$ cat src/hdl/ahc_pkg.sv
// Shared constants, codes and types for the adaptive Huffman coder.
`timescale 1ns / 1ps
`default_nettype none

package ahc_pkg;

    // Model size
    localparam int NUM_SYMBOLS  = 629;
    localparam int MAX_CODE_LEN = 50;

    // Field and node widths
    localparam int SYM_W     = 10;
    localparam int WT_W      = 11;
    localparam int NODE_W    = $clog2(2 * NUM_SYMBOLS);
    localparam int KID_AW    = $clog2(NUM_SYMBOLS);
    localparam int CODE_W    = MAX_CODE_LEN;
    localparam int CODE_IW   = $clog2(CODE_W);
    localparam int LEN_W     = $clog2(MAX_CODE_LEN + 1);
    localparam int KIND_W    = 2;
    localparam int S_TDATA_W = ((SYM_W + 1 + 7) / 8) * 8;
    localparam int M_PAY_W   = CODE_W + LEN_W + SYM_W;
    localparam int M_TDATA_W = ((M_PAY_W + 7) / 8) * 8;
    localparam int M_TUSER_W = 2;

    typedef logic [NODE_W-1:0] node_t;
    typedef logic [WT_W-1:0]   weight_t;

    localparam node_t   ROOT_NODE     = node_t'(1);
    localparam node_t   FIRST_LEAF    = node_t'(NUM_SYMBOLS);
    localparam node_t   LAST_NODE     = node_t'(2 * NUM_SYMBOLS - 1);
    localparam weight_t RESCALE_RESET = weight_t'(2000);

    // Item kinds
    localparam logic [KIND_W-1:0] KIND_ENCODE  = 2'd0;
    localparam logic [KIND_W-1:0] KIND_DECODE  = 2'd1;
    localparam logic [KIND_W-1:0] KIND_RESTART = 2'd2;

    // Sequencer states
    typedef enum logic [4:0] {
        ST_INIT, ST_IDLE, ST_DISPATCH,
        ST_E_RDPAR, ST_E_RDRC, ST_E_CHK,
        ST_D_RD, ST_D_CHK,
        ST_U_RD, ST_U_INC, ST_U_SIB,
        ST_P_RD, ST_P_SUM, ST_P_UP, ST_P_SIB,
        ST_R_RD, ST_R_CHK, ST_H_RD, ST_H_WR,
        ST_L_PAR, ST_L_KIDS, ST_L_WTS, ST_L_CMP, ST_L_SW1, ST_L_SW2, ST_L_NEXT,
        ST_OUT
    } state_t;

    // Datapath operations
    typedef enum logic [4:0] {
        OP_NONE, OP_INIT, OP_ACCEPT, OP_DISPATCH,
        OP_E_RDPAR, OP_E_RDRC, OP_E_CHK,
        OP_D_RD, OP_D_CHK,
        OP_U_RD, OP_U_INC, OP_U_SIB,
        OP_P_RD, OP_P_SUM, OP_P_UP, OP_P_SIB,
        OP_R_RD, OP_R_CHK, OP_H_RD, OP_H_WR,
        OP_L_PAR, OP_L_KIDS, OP_L_WTS, OP_L_CMP, OP_L_SW1, OP_L_SW2, OP_L_NEXT,
        OP_OUT
    } op_t;

    // Datapath flags seen by the sequencer
    typedef struct packed {
        logic              in_valid;
        logic              out_busy;
        logic [KIND_W-1:0] kind;
        logic              sym_ok;
        logic              len_full;
        logic              walk_root;
        logic              dec_leaf;
        logic              upd_root;
        logic              prop_root;
        logic              rescale_hit;
        logic              idx_last;
        logic              swap_hit;
        logic              loop_end;
    } status_t;

endpackage

`default_nettype wire

$ cat src/hdl/ahc_ctrl.sv
// Sequencer for the adaptive Huffman coder: walks encode, decode and model update steps.
`timescale 1ns / 1ps
`default_nettype none

module ahc_ctrl (
    input  wire logic             aclk,
    input  wire logic             aresetn,
    input  wire ahc_pkg::status_t status,
    output ahc_pkg::op_t          op,
    output logic                  s_ready
);

    ahc_pkg::state_t state_reg, state_next;
    logic            ret_swap_reg, ret_swap_next;
    logic            restart_reg, restart_next;
    ahc_pkg::state_t ret_state;

    // Hold state and return point
    always_ff @(posedge aclk) begin
        if (!aresetn) begin
            state_reg    <= ahc_pkg::ST_INIT;
            ret_swap_reg <= 1'b0;
            restart_reg  <= 1'b0;
        end else begin
            state_reg    <= state_next;
            ret_swap_reg <= ret_swap_next;
            restart_reg  <= restart_next;
        end
    end

    // Resume point after a weight propagation
    assign ret_state = ret_swap_reg ? ahc_pkg::ST_L_NEXT : ahc_pkg::ST_L_PAR;

    // Advance the sequence and issue one datapath operation per cycle, none while idle or stalled on a waiting result
    always_comb begin
        state_next    = state_reg;
        ret_swap_next = ret_swap_reg;
        restart_next  = restart_reg;
        op            = ahc_pkg::OP_NONE;
        s_ready       = 1'b0;
        unique case (state_reg)
            ahc_pkg::ST_INIT: begin
                op = ahc_pkg::OP_INIT;
                if (status.idx_last) begin
                    state_next = restart_reg ? ahc_pkg::ST_OUT : ahc_pkg::ST_IDLE;
                end
            end
            ahc_pkg::ST_IDLE: begin
                s_ready = 1'b1;
                if (status.in_valid) begin
                    op         = ahc_pkg::OP_ACCEPT;
                    state_next = ahc_pkg::ST_DISPATCH;
                end
            end
            ahc_pkg::ST_DISPATCH: begin
                op = ahc_pkg::OP_DISPATCH;
                unique case (status.kind)
                    ahc_pkg::KIND_ENCODE: begin
                        state_next = status.sym_ok ? ahc_pkg::ST_E_RDPAR : ahc_pkg::ST_OUT;
                    end
                    ahc_pkg::KIND_DECODE: begin
                        state_next = ahc_pkg::ST_D_RD;
                    end
                    ahc_pkg::KIND_RESTART: begin
                        restart_next = 1'b1;
                        state_next   = ahc_pkg::ST_INIT;
                    end
                    default: begin
                        state_next = ahc_pkg::ST_OUT;
                    end
                endcase
            end
            ahc_pkg::ST_E_RDPAR: begin
                op         = ahc_pkg::OP_E_RDPAR;
                state_next = status.len_full ? ahc_pkg::ST_U_RD : ahc_pkg::ST_E_RDRC;
            end
            ahc_pkg::ST_E_RDRC: begin
                op         = ahc_pkg::OP_E_RDRC;
                state_next = ahc_pkg::ST_E_CHK;
            end
            ahc_pkg::ST_E_CHK: begin
                op         = ahc_pkg::OP_E_CHK;
                state_next = status.walk_root ? ahc_pkg::ST_U_RD : ahc_pkg::ST_E_RDPAR;
            end
            ahc_pkg::ST_D_RD: begin
                op         = ahc_pkg::OP_D_RD;
                state_next = ahc_pkg::ST_D_CHK;
            end
            ahc_pkg::ST_D_CHK: begin
                op         = ahc_pkg::OP_D_CHK;
                state_next = status.dec_leaf ? ahc_pkg::ST_U_RD : ahc_pkg::ST_OUT;
            end
            ahc_pkg::ST_U_RD: begin
                op         = ahc_pkg::OP_U_RD;
                state_next = ahc_pkg::ST_U_INC;
            end
            ahc_pkg::ST_U_INC: begin
                op         = ahc_pkg::OP_U_INC;
                state_next = status.upd_root ? ahc_pkg::ST_OUT : ahc_pkg::ST_U_SIB;
            end
            ahc_pkg::ST_U_SIB: begin
                op            = ahc_pkg::OP_U_SIB;
                ret_swap_next = 1'b0;
                state_next    = ahc_pkg::ST_P_RD;
            end
            ahc_pkg::ST_P_RD: begin
                op         = ahc_pkg::OP_P_RD;
                state_next = ahc_pkg::ST_P_SUM;
            end
            ahc_pkg::ST_P_SUM: begin
                op         = ahc_pkg::OP_P_SUM;
                state_next = status.prop_root ? ahc_pkg::ST_R_RD : ahc_pkg::ST_P_UP;
            end
            ahc_pkg::ST_P_UP: begin
                op         = ahc_pkg::OP_P_UP;
                state_next = ahc_pkg::ST_P_SIB;
            end
            ahc_pkg::ST_P_SIB: begin
                op         = ahc_pkg::OP_P_SIB;
                state_next = ahc_pkg::ST_P_RD;
            end
            ahc_pkg::ST_R_RD: begin
                op         = ahc_pkg::OP_R_RD;
                state_next = ahc_pkg::ST_R_CHK;
            end
            ahc_pkg::ST_R_CHK: begin
                op         = ahc_pkg::OP_R_CHK;
                state_next = status.rescale_hit ? ahc_pkg::ST_H_RD : ret_state;
            end
            ahc_pkg::ST_H_RD: begin
                op         = ahc_pkg::OP_H_RD;
                state_next = ahc_pkg::ST_H_WR;
            end
            ahc_pkg::ST_H_WR: begin
                op         = ahc_pkg::OP_H_WR;
                state_next = status.idx_last ? ret_state : ahc_pkg::ST_H_RD;
            end
            ahc_pkg::ST_L_PAR: begin
                op         = ahc_pkg::OP_L_PAR;
                state_next = ahc_pkg::ST_L_KIDS;
            end
            ahc_pkg::ST_L_KIDS: begin
                op         = ahc_pkg::OP_L_KIDS;
                state_next = ahc_pkg::ST_L_WTS;
            end
            ahc_pkg::ST_L_WTS: begin
                op         = ahc_pkg::OP_L_WTS;
                state_next = ahc_pkg::ST_L_CMP;
            end
            ahc_pkg::ST_L_CMP: begin
                op         = ahc_pkg::OP_L_CMP;
                state_next = status.swap_hit ? ahc_pkg::ST_L_SW1 : ahc_pkg::ST_L_NEXT;
            end
            ahc_pkg::ST_L_SW1: begin
                op         = ahc_pkg::OP_L_SW1;
                state_next = ahc_pkg::ST_L_SW2;
            end
            ahc_pkg::ST_L_SW2: begin
                op            = ahc_pkg::OP_L_SW2;
                ret_swap_next = 1'b1;
                state_next    = ahc_pkg::ST_P_RD;
            end
            ahc_pkg::ST_L_NEXT: begin
                op         = ahc_pkg::OP_L_NEXT;
                state_next = status.loop_end ? ahc_pkg::ST_OUT : ahc_pkg::ST_L_PAR;
            end
            ahc_pkg::ST_OUT: begin
                if (!status.out_busy) begin
                    op           = ahc_pkg::OP_OUT;
                    restart_next = 1'b0;
                    state_next   = ahc_pkg::ST_IDLE;
                end
            end
            default: begin
                state_next = ahc_pkg::ST_IDLE;
            end
        endcase
    end

endmodule

`default_nettype wire

$ cat config.mk
export PLATFORM = sky130hd
export DESIGN_NAME = ahc_ctrl
export DESIGN_NICKNAME = d
export VERILOG_FILES = /design/src/hdl/ahc_pkg.sv /design/src/hdl/ahc_ctrl.sv
export SDC_FILE = /design/constraint.sdc
export NUM_CORES = 1
export LEC_CHECK = 0
export ABC_AREA = 1
export BUFFER_PORTS_ARGS = -buffer_cell sky130_fd_sc_hd__buf_2
export CAP_MARGIN = 20
export CORE_ASPECT_RATIO = 1.25
export CORE_MARGIN = 5
export CORE_UTILIZATION = 58
export CTS_BUF_LIST = sky130_fd_sc_hd__clkbuf_16
export DETAILED_ROUTE_END_ITERATION = 10
export GPL_TIMING_DRIVEN = 0
export PLACE_DENSITY_LB_ADDON = 0.1
export RECOVER_POWER = 25
export SLEW_MARGIN = 10
export SYNTH_ARGS = -nofsm -noshare
export SYNTH_HDL_FRONTEND = slang
export SYNTH_SLANG_ARGS = --single-unit
$ cat constraint.sdc
create_clock -name aclk -period 2.21 [get_ports aclk]
set_input_delay 0.442 -clock aclk [delete_from_list [all_inputs] [get_ports aclk]]
set_output_delay 0.442 -clock aclk [all_outputs]
set_load 0.005 [all_outputs]
**Word-level counts from Yosys, hierarchy flattened**

Index checks and enable logic that the tools add are counted.

- Register bits after elaboration: 7
- Logic and storage cells: 67
- Output and inout port bits: 6
- Input port bits: 16

- Reductions and logical operators: 7
- Equal/unequal tests: 32
- Muxes and demuxes: 25

Operators by type and width:

| operator | count |
|---|---|
| $pmux 5 s27 | 1 |
| $pmux 5 s25 | 1 |
| $eq 5x5->1 const B | 11 |
| $eq 5x4->1 const B | 8 |
| $mux 5 | 8 |
| $mux 4 | 7 |
| $eq 5x3->1 const B | 4 |
| $pmux 5 s3 | 1 |
| $eq 5x2->1 const B | 2 |
| $ne 2x2->1 const B | 4 |
| $reduce_and 3->1 | 2 |
| $eq 5x1->1 const B | 1 |
| $logic_not 5->1 | 1 |
| $mux 2 | 2 |
| $pmux 1 s2 | 2 |
| $reduce_bool 2->1 | 2 |
| $mux 1 | 3 |
| $reduce_or 3->1 | 1 |
| $eq 2x1->1 const B | 1 |
| $eq 2x2->1 const B | 1 |
| $logic_not 2->1 | 1 |

**Longest topological paths before layout**

- Word-level depth: 3
- Mapped depth: 12
- Mapped depth without buffers: 11

**Least setup slack after synthesis**

OpenSTA, ideal clock, no wires.

- Kind: register to output
- Start: register state_reg[2]
- End: output port op[4]
- Path slack: 633 ps
- Stages on the path, launching flop included: 9
- Data arrival time: 1,135 ps
- Cell sequence: dfxtp_1 buf_4 inv_2 nand2_1 nor2_1 nand2_1 inv_1 nor3_1 nand4_1

- Word-level cells in the longest chain between the ends: 2
- Elaborated cells between the ends (all ways): 28

RTL lines:

| element | RTL line | source |
|---|---|---|
| start, declared | ahc_ctrl.sv:13 | `ahc_pkg::state_t state_reg, state_next;` |
| start signal, assigned | ahc_ctrl.sv:21 | `state_reg <= ahc_pkg::ST_INIT;` |
| start signal, assigned | ahc_ctrl.sv:25 | `state_reg <= state_next;` |
| $eq 5x5->1, or another cell as far along | ahc_ctrl.sv:41 | `unique case (state_reg)` |
| $pmux 5 s27 (*) | ahc_ctrl.sv:41 |  |
| end, declared | ahc_ctrl.sv:9 | `output ahc_pkg::op_t op,` |

Mark *: on every way between the ends. The rest lies on a longest branch, timed or not.

**Worst setup path after layout**

- Start: register state_reg[0]
- End: output port op[1]

Same word-level chain as after synthesis.

==> results by group <==
Outcome
  • Outcome: finished, final reports clean

Clock network
  • Max clock buf depth: 2
  • Post-CTS setup buffer count: 0
  • Clock transition time at the flip-flop clock pins of the worst setup and hold paths: approximately 0.04 ns
  • Later-pin clock latency in the skew report: 0.23 ns
  • Cts bufs inserted: 3
  • CTS tree: yes
  • Number of gates resized after cts: 0
  • H-tree Lvls: 1
  • Num Clock Sinks: 7
  • Hold-fix buffers, CTS: 0
  • Root buffer selected by CTS: clkbuf_16

Detailed routing
  • Final WL: 3330 µm
  • DRC viols: 0
  • Via density: a little under 6
  • DR WL/cell: around 14 µm
  • Routed via count: between 1000 and 1500
  • Routed Antenna Nets: 0
  • Drt pass-1 iters: 5
  • Iteration-0 DRC Markers: 93

Place
  • Detail Placement HPWL: 2620 µm
  • GPL Wtd Cong: 0.995
  • Port Buf Inserts: 21

STA
  • Max-slew headroom: 0.751
  • Crit share post-route: 0.957
  • Slew @ Worst Pin: around 0.37 ns
  • TNS Setup: 0 ns
  • Worst Skew: 0.00371 ns
  • Count of final setup violators: 0
  • Hold Fails Final Rpt: 0
  • Slew Limit Fails: 0
  • Unrepaired setup endpoints after global routing: no
  • Peak Freq: 473 MHz
  • Tmin final: approximately 2.1 ns

Floorplanning
  • I/O Pins: 22
  • Die H: roughly 58 µm
  • Die W: 48.1 µm
  • # rows: 17
  • Starting Density: 0.603
  • Die area: 2770 µm²
  • Core outline area: 1740 µm²

Worst hold path
  • HP Class: primary input to flop

Final layout
  • Commonest non-fill, non-tap cell in the layout: nand2_1
  • Ant. Diodes: 0
  • Largest register FFs: 5
  • Final #Nets: between 200 and 250
  • Filler cell count: 154
  • Share of cells above drive strength 1: 0.249
  • Commonest cells after routing, fill and taps aside: nand2_1 (41), nor2_1 (32), inv_1 (23), buf_2 (23), nand3_1 (19)
  • P&R area growth vs syn: 20.6%

Power
  • Pwr dens: 1180 nW/µm²
  • Lkg Pwr: 0.000730 µW
  • Max VDD drop: 1.33 mV
  • Total Power: roughly 1500 µW

Critical path
  • Crit path launch type: flop
  • Worst-path maximum fanout: 8
  • CP Class: flop to primary output
  • Reg2reg setup slack: 0.58 ns
  • CP arrival: approximately 1.7 ns
  • Critical Path RT: between 1.5 and 2 ns
  • Crit end category: primary output

Synth
  • Gate Count Post-Synth: 192
  • Synth unique cells: 25
  • Post-synthesis area per instance: between 5 and 6 µm²
  • Syn_nets: 211
  • Seq/Total Area, Yosys: 0.133
  • Synthesized area: about 1100 µm²
  • FF+latch count, synth: 7
  • Yosys warning total: 0

GRT
  • Pin count of the biggest net entering global routing: 11
  • Global route hottest layer: met2
  • Met2 usage: 0.420
  • Met3 usage: 0.0726
  • Vias in the first global route: 1286
  • GR Util met1: 0.368
  • GRT Total Usage: 0.275
  • Initial antenna violation count: 0
  • Global route overflow: 0
  • First-pass GRT wire length: 5690 µm

Job
  • Max cap viols: 0
path summary, 6_finish.rpt:
path / start / depth (start not counted) / end
setup / recovery: state_reg[0]$_SDFFE_PN0P_ / 9 / op[1]
hold / removal: aresetn / 3 / state_reg[0]$_SDFFE_PN0P_
setup reg to reg: state_reg[1]$_SDFFE_PN0P_ / 10 / state_reg[4]$_SDFFE_PN0P_
hold reg to reg: ret_swap_reg$_SDFFE_PN0P_ / 2 / ret_swap_reg$_SDFFE_PN0P_
cells in the mapped netlist, drive strengths merged:
cell	n	area share
nand4	10	0.060
o211ai	1	0.0071
nand3b	1	0.0071
nor4	1	0.0060
o2111ai	1	0.0083
a21oi	11	0.052
dfxtp	7	0.13
o21ai	7	0.033
ha	3	0.036
nor3b	1	0.0071
nor2	40	0.18
nand3	22	0.12
nand2	44	0.16
buf	6	0.042
o21a	1	0.0071
inv	29	0.10
nor3	7	0.033
per-layer routing:
layer / vias to the layer above / wire length (µm)
met2: 108 / 1570
li1: 679 / -
met5: - / 0
met4: 0 / 114
met3: 12 / 445
met1: 581 / 1200
where the power goes:
part,leakage (µW),switching (µW),internal [µW],total (µW)
clock network,0.0000409,65.9,237,303
logic,0.000631,644,338,982
registers,0.0000580,44.1,169,213
layout make-up:
| cell class | count | area, µm² | area share |
|---|---|---|---|
| clock buffers | 3 | 75.1 | 0.0592 |
| flip-flops and latches | 7 | 143 | 0.113 |
| inverters | 29 | 109 | 0.0859 |
| multi-input cells | 150 | 763 | 0.602 |
| clock inverters | 1 | 5.00 | 0.00395 |
| well taps | 19 | 23.8 | 0.0188 |
| repair buffers | 21 | 105 | 0.0829 |
| plain buffers | 6 | 43.8 | 0.0346 |
cell families after synthesis:
group / count (synthesis) / share of synthesized area
compound gates: 21 / 0.108
fa+ha+maj: 3 / 0.0357
buf+inv: 35 / 0.145
flops: 7 / 0.133
simple gates: 126 / 0.577
per-stage QoR:
step	setup slack, ns	cells	hold WS (ns)	area (µm²)	utilization
2_1_floorplan	0.633	192	0.463	1050	-
3_3_place_gp	0.307	232	0.489	1180	0.676
3_5_place_dp	0.286	232	0.518	1180	0.676
4_1_cts	0.0466	236	0.477	1260	0.722
5_1_grt	0.000280	236	0.504	1270	0.727
6_report	0.0954	236	0.478	1270	0.727
worst max-delay path, cell delays in order, from the launching register on:
cell     delay [ns]
dfxtp_1        0.29
buf_4          0.17
inv_2          0.07
nand3_1        0.17
nor2_1         0.20
nand2_1        0.09
inv_1          0.16
nor3_1         0.07
nand4_1        0.09
buf_2          0.13
Power figures use the tool's default switching activity.
